<file path="config.mk">
export PLATFORM = sky130hd
export DESIGN_NAME = hiba_ram
export DESIGN_NICKNAME = d
export VERILOG_FILES = /design/src/heap_indexed_block_allocator_top_macros.svh /design/src/hiba_ram.sv
export SDC_FILE = /design/constraint.sdc
export NUM_CORES = 1
export LEC_CHECK = 0
export BUFFER_PORTS_ARGS = -buffer_cell sky130_fd_sc_hd__buf_2
export CELL_PAD_IN_SITES_DETAIL_PLACEMENT = 0
export CELL_PAD_IN_SITES_GLOBAL_PLACEMENT = 2
export CORE_MARGIN = 2
export CORE_UTILIZATION = 52
export DETAILED_ROUTE_END_ITERATION = 10
export PLACE_DENSITY_LB_ADDON = 0.1
export SLEW_MARGIN = 10
export SYNTH_ARGS = -nofsm -noshare
export SYNTH_HDL_FRONTEND = slang
export SYNTH_SLANG_ARGS = --single-unit
</file>
<file path="constraint.sdc">
create_clock -name clk -period 3 [get_ports clk]
set_clock_uncertainty 0.15 [all_clocks]
set_input_delay 0.45 -clock clk [delete_from_list [all_inputs] [get_ports clk]]
set_output_delay 0.45 -clock clk [all_outputs]
set_load 0.02 [all_outputs]
</file>
<file path="src/heap_indexed_block_allocator_top_macros.svh">
// Assertion macros shared by the allocator RTL.
// Expects signals clk and rst_n in the including scope.
`ifndef HEAP_INDEXED_BLOCK_ALLOCATOR_TOP_MACROS_SVH
`define HEAP_INDEXED_BLOCK_ALLOCATOR_TOP_MACROS_SVH

// same-cycle implication
`define HIBA_ASSERT_IMP(lbl, ante, cons) \
    lbl: assert property (@(posedge clk) disable iff (!rst_n) (ante) |-> (cons)) \
        else $error("hiba assertion failed");

// next-cycle implication
`define HIBA_ASSERT_NXT(lbl, ante, cons) \
    lbl: assert property (@(posedge clk) disable iff (!rst_n) (ante) |=> (cons)) \
        else $error("hiba assertion failed");

`endif

</file>
<file path="src/hiba_ram.sv">
// Generic single-port RAM, one write or one read a cycle, registered read.
// No dependencies.
module hiba_ram #(
    parameter int WIDTH = 8,
    parameter int DEPTH = 16
) (
    input  logic                     clk,
    input  logic                     we,
    input  logic [$clog2(DEPTH)-1:0] addr,
    input  logic [WIDTH-1:0]         wdata,
    output logic [WIDTH-1:0]         rdata
);
    logic [WIDTH-1:0] mem [DEPTH];
    logic [WIDTH-1:0] rdata_reg;

    always_ff @(posedge clk)
    begin
        if (we)
        begin
            mem[addr] <= wdata;
        end
        rdata_reg <= mem[addr];
    end

    assign rdata = rdata_reg;
endmodule

</file>
==> results.cfg, run 1 <==
[status]
result_of_the_run = finished, final reports clean

[cts]
clk-insertion-delay-late_ns = 0.51
post_cts_buffers = 0
max-clock-path-buffers = 2
cts-root-buf = sky130_fd_sc_hd__clkbuf_8
cts_resized = 0
clock_tree.htree_level_count = 4
holdBufCountCts = 0
worst_setup_hold_path_clk_slew_ns = 0.06
tritoncts = done
tritoncts.num_buffers = 17
clock-sinks = 136

[setup_path]
crit_path_start_kind = input port
critical-path-top-delay-family = buffers and inverters
worst-path-buf-inv = 2
cp_slowest_stage_delay_ns = 0.39
crit_type = input port to flop
timing.critical_path.to_type = flop
worstPathArrival_ns = 2.00
critical_path_cell_with_the_highest_stage_delay = sky130_fd_sc_hd__buf_2
worstPathRequired_ns = 3.23
cp_max_fo = 20
crit_chain = buf_2, buf_4, mux4_2, a22oi_1, nand2_1

[job]
max-cap-violations = 0

[die]
io_pins = 22
core_mm2 = 0.00959
floorplan.die_area_mm2 = 0.0106
effective_utilization_at_floorplan = 0.528
die_x_um = 103
core.rowCount = 36
die_h_um = 103

[timing]
slew_viol_final = 0
finalWorstSetupSlack_ns = 1.23
period_minus_slack_ns = 1.77
timing.final.crit_share = 0.590
report.final.setup_viol = 0
timing_hold_violations_final = 0
worst_max_slew_pin_slew_ns = 0.879
timing.max_slew.rel_slack = 0.413
rsz_0062_raised_after_global_routing = no
fmax_mhz = 565
post_route_setup_tns_ns = 0

[drt]
routed_via_density = 5.56
drc = 0
routed-via-count = 2368
first_iter_violations = 115
drt_first_pass_iters = 4
detail_route.wirelength_um = 9240
wl_per_cell_um = 21.7
detail-route-antenna-nets = 0

[logic_synthesis]
yosys_warnings = 0
total_standard_cell_area_after_synthesis_mm2 = 0.00507
netlist_instances = 230
synth.ff_latch_count = 136
seq_area_frac_synth = 0.790
synth.distinct_cells = 18
synthesis.nets = 244
synth.avg_cell_area_um2 = 22.0

[pwr]
ir_drop_mv = 0.393
report.power.total_mw = 4.44
power.density_cell_area_mw_per_mm2 = 734
p_leak_nw = 2.02

[place]
place.port_buffers = 21
post-dp-hpwl_um = 5820
place_ws_ns = 0.712
dpl_cell_area_mm2 = 0.00543
gpl.final_weighted_congestion = 0.731

[global_routing]
grt.overflow.total = 0
number_of_global_route_vias_before_repair = 2474
global_route.usage.total = 0.196
grt_start_max_net_pins = 40
grt_antenna_before_repair = 2
grt_first_pass_wirelength_um = 14100

[finish]
finalNetCount = 292
nFillCells = 665
multi_input_area_mm2 = 0.00100
stdcell_area_mm2 = 0.00605
layout-area-overhead-vs-synth_pct = 19.4
largest_reg_flops = 128
area.sequential_mm2 = 0.00400
layout.cells.most_common = sky130_fd_sc_hd__edfxtp_1
drive_gt1_frac = 0.354
commonest_non_fill_non_tap_cells_in_the_layout = sky130_fd_sc_hd__edfxtp_1 (128), sky130_fd_sc_hd__mux4_2 (32), sky130_fd_sc_hd__buf_2 (21)

[min_path]
type_of_the_worst_min_delay_path = input port to flop
cells in the mapped netlist, drive strengths merged:
cell | count | area (um^2)
nand2 | 9 | 33.8
nor3 | 4 | 20.0
a22oi | 16 | 120
nand3 | 1 | 5.00
nor2 | 13 | 48.8
nor2b | 2 | 12.5
mux4 | 32 | 721
or3b | 1 | 8.76
nand3b | 2 | 15.0
nand2b | 2 | 12.5
buf | 8 | 47.5
and2 | 1 | 6.26
dfxtp | 8 | 160
edfxtp | 128 | 3840
clkbuf | 3 | 12.5
metrics by stage:
stage | std cells | utilization | hold WS (ns)
after floorplan | 230 | - | 0.399
after global placement | 392 | 0.566 | 0.492
after detailed placement | 392 | 0.566 | 0.508
after CTS | 424 | 0.630 | 0.167
after global routing | 426 | 0.631 | 0.174
final | 426 | 0.631 | 0.174
kinds of logic (layout without fill, tap and decap cells):
| group | Yosys count | count (layout) | synth area share |
|---|---|---|---|
| flip-flops | 136 | 136 | 0.790 |
| AND/OR/NAND/NOR | 35 | 35 | 0.0321 |
| multiplexers | 32 | 32 | 0.142 |
| AO/OA/AOI/OAI | 16 | 16 | 0.0237 |
| buffers and inverters | 11 | 72 | 0.0119 |
| other | 0 | 2 | 0 |
routing by layer:
| metal | part of all wire | global-route usage | vias up | wire, um |
|---|---|---|---|---|
| met2 | 0.50 | 0.306 | 64 | 4650 |
| met4 | 0.013 | 0.0841 | 0 | 124 |
| met3 | 0.046 | 0.0495 | 8 | 422 |
| li1 | - | - | 1066 | - |
| met5 | 0 | 0 | - | 0 |
| met1 | 0.44 | 0.266 | 1230 | 4040 |
final cells by class:
type | count | share of cell area
sequential | 136 | 0.662
clock buffer | 20 | 0.0720
timing repair buffer | 40 | 0.0430
multi-input combinational | 83 | 0.166
clock inverter | 12 | 0.0292
antenna | 2 | 0.000827
tap | 133 | 0.0275
path summary, 6_finish.rpt:
path	startpoint	end	slack [ns]	cells past startpoint
hold reg to reg	mem[14][2]	rdata[2]	0.51	3
setup reg to reg	mem[3][0]	rdata[0]	1.47	3
setup / recovery	addr[1]	rdata[0]	1.23	5
hold / removal	wdata[2]	mem[7][2]	0.17	1
power breakdown:
part / switching [mW] / internal, mW
logic: 0.125 / 0.0832
clock network: 0.731 / 1.37
registers: 0.00986 / 2.12
total: 0.866 / 3.58
(Power assumes the default switching activity.)
==> inputs of run 2 (changes only) <==
CORE_UTILIZATION = 43   (was 52)
clock period = 1.6 ns   (was 3 ns; I/O delays follow)
==> run 2 against run 1 <==
Sequential share of layout area shrank 4.2 points. Die area grew 20%. Non-clock buffer count grew 18. Sequential power grew 88%. First-iteration DRC count grew 3.5%. Critical path depth shrank 2. Clock-buffer cell count grew 3. Register-to-register slack lost 1.4 ns. Worst setup slack lost 1.2 ns. Wire length grew 4.9%. Critical endpoint is now rdata[5].
==> results.cfg, run 2 (synthesis gave the netlist of run 1 again) <==
[min_path]
min_to = mem[6][6]
hp-start = wdata[6]
type_of_the_worst_min_delay_path = input port to flop
worstHoldPathCells = 1

[cts]
cts-root-buf = sky130_fd_sc_hd__clkbuf_16
clock-sinks = 136
clock_tree.htree_level_count = 4
worst_setup_hold_path_clk_slew_ns = 0.06
cts_resized = 0
clk-insertion-delay-late_ns = 0.41
tritoncts.num_buffers = 17
post_cts_buffers = 0
tritoncts = done
max-clock-path-buffers = 2
holdBufCountCts = 0

[die]
die_h_um = 113
core_mm2 = 0.0115
core.rowCount = 39
die_x_um = 113
io_pins = 22
floorplan.die_area_mm2 = 0.0127
effective_utilization_at_floorplan = 0.442

[finish]
commonest_non_fill_non_tap_cells_in_the_layout = sky130_fd_sc_hd__edfxtp_1 (128), sky130_fd_sc_hd__mux4_2 (32), sky130_fd_sc_hd__buf_2 (21)
layout.cells.most_common = sky130_fd_sc_hd__edfxtp_1
finalNetCount = 310
largest_reg_flops = 128
layout-area-overhead-vs-synth_pct = 27.5
drive_gt1_frac = 0.430
nFillCells = 856
stdcell_area_mm2 = 0.00646
diodes = 0

[setup_path]
r2r_cells = 3
r2r_slack_ns = 0.06
crit_path_start_kind = flop
crit_type = flop to flop
timing.critical_path.to_type = flop
cp_max_fo = 1
worstPathArrival_ns = 1.68
worstPathRequired_ns = 1.74
r2r-start = mem[3][5]
r2r-end = rdata[5]

[timing]
min_hold_slack_ns = 0.0729
worst_max_slew_pin_slew_ns = 0.815
fmax_mhz = 648
slew_viol_final = 0
period_minus_slack_ns = 1.54
timing.max_slew.rel_slack = 0.456
timing.final.crit_share = 0.964
timing_hold_violations_final = 0
rsz_0062_raised_after_global_routing = no
report.final.setup_viol = 0

[drt]
routed-via-count = 2390
wl_per_cell_um = 21.4
drt_first_pass_iters = 5
routed_via_density = 5.29
detail-route-antenna-nets = 0
first_iter_violations = 119
detail_route.wirelength_um = 9690
drc = 0

[global_routing]
global_route.usage.total = 0.171
grt.overflow.total = 0
grt_first_pass_wirelength_um = 15200
grt_antenna_before_repair = 0
grt_start_max_net_pins = 17
number_of_global_route_vias_before_repair = 2567

[job]
max-cap-violations = 0

[pwr]
power.density_cell_area_mw_per_mm2 = 1320
p_leak_nw = 2.18
ir_drop_mv = 1.02

[place]
gpl.final_weighted_congestion = 0.768
post-dp-hpwl_um = 6710
place.port_buffers = 21
dpl_cell_area_mm2 = 0.00583

[status]
result_of_the_run = finished, final reports clean
[run 2: worst max path at each step]
| stage | from | to | slack (ns) | depth (start not counted) |
|---|---|---|---|---|
| after floorplan | addr[1] | mem[12][0] | -0.18 | 3 |
| after global placement | addr[0] | rdata[0] | -0.25 | 6 |
| after detailed placement | addr[0] | rdata[0] | -0.28 | 6 |
| after CTS | mem[3][5] | rdata[5] | 0.09 | 3 |
| after global routing | mem[0][0] | rdata[0] | 0.03 | 3 |
| final | mem[3][5] | rdata[5] | 0.06 | 3 |
[run 2: area by class of cell]
class                      count  area (um^2)  area share
sequential                   136         4000       0.620
multi-input combinational     83         1040       0.161
timing repair buffer          58          608      0.0941
clock buffer                  23          488      0.0755
tap                          143          179      0.0277
clock inverter                 9          144      0.0223
[run 2: through the flow]
step / cells / setup TNS (ns) / total power [mW] / setup slack, ns / utilization
after CTS: 452 / 0 / 8.63 / 0.0874 / 0.563
after floorplan: 230 / -4.88 / 4.32 / -0.177 / -
final: 452 / 0 / 8.54 / 0.0580 / 0.563
after global placement: 420 / -9.13 / 4.55 / -0.249 / 0.508
after global routing: 452 / 0 / 8.83 / 0.0286 / 0.563
after detailed placement: 420 / -10.48 / 4.56 / -0.276 / 0.508
[run 2: metal layers]
metal / GRT usage / up-vias / wire length, um
met4: 0.0691 / 0 / 152
met1: 0.225 / 1215 / 4350
li1: - / 1095 / -
met2: 0.265 / 69 / 4700
met5: 0 / - / 0
met3: 0.0578 / 11 / 498
[run 2: report_power, final]
part           leakage [nW]  switching (mW)  internal (mW)
clock network         0.314            1.31           2.76
registers              1.22          0.0238           3.99
logic                 0.641           0.253          0.214
total                  2.18            1.58           6.96
[run 2: worst max-delay path: stages, from the launching register on]
cell and delay [ns]:
sky130_fd_sc_hd__edfxtp_1 0.38, sky130_fd_sc_hd__mux4_2 0.47, sky130_fd_sc_hd__a22oi_1 0.34, sky130_fd_sc_hd__nand2_1 0.08
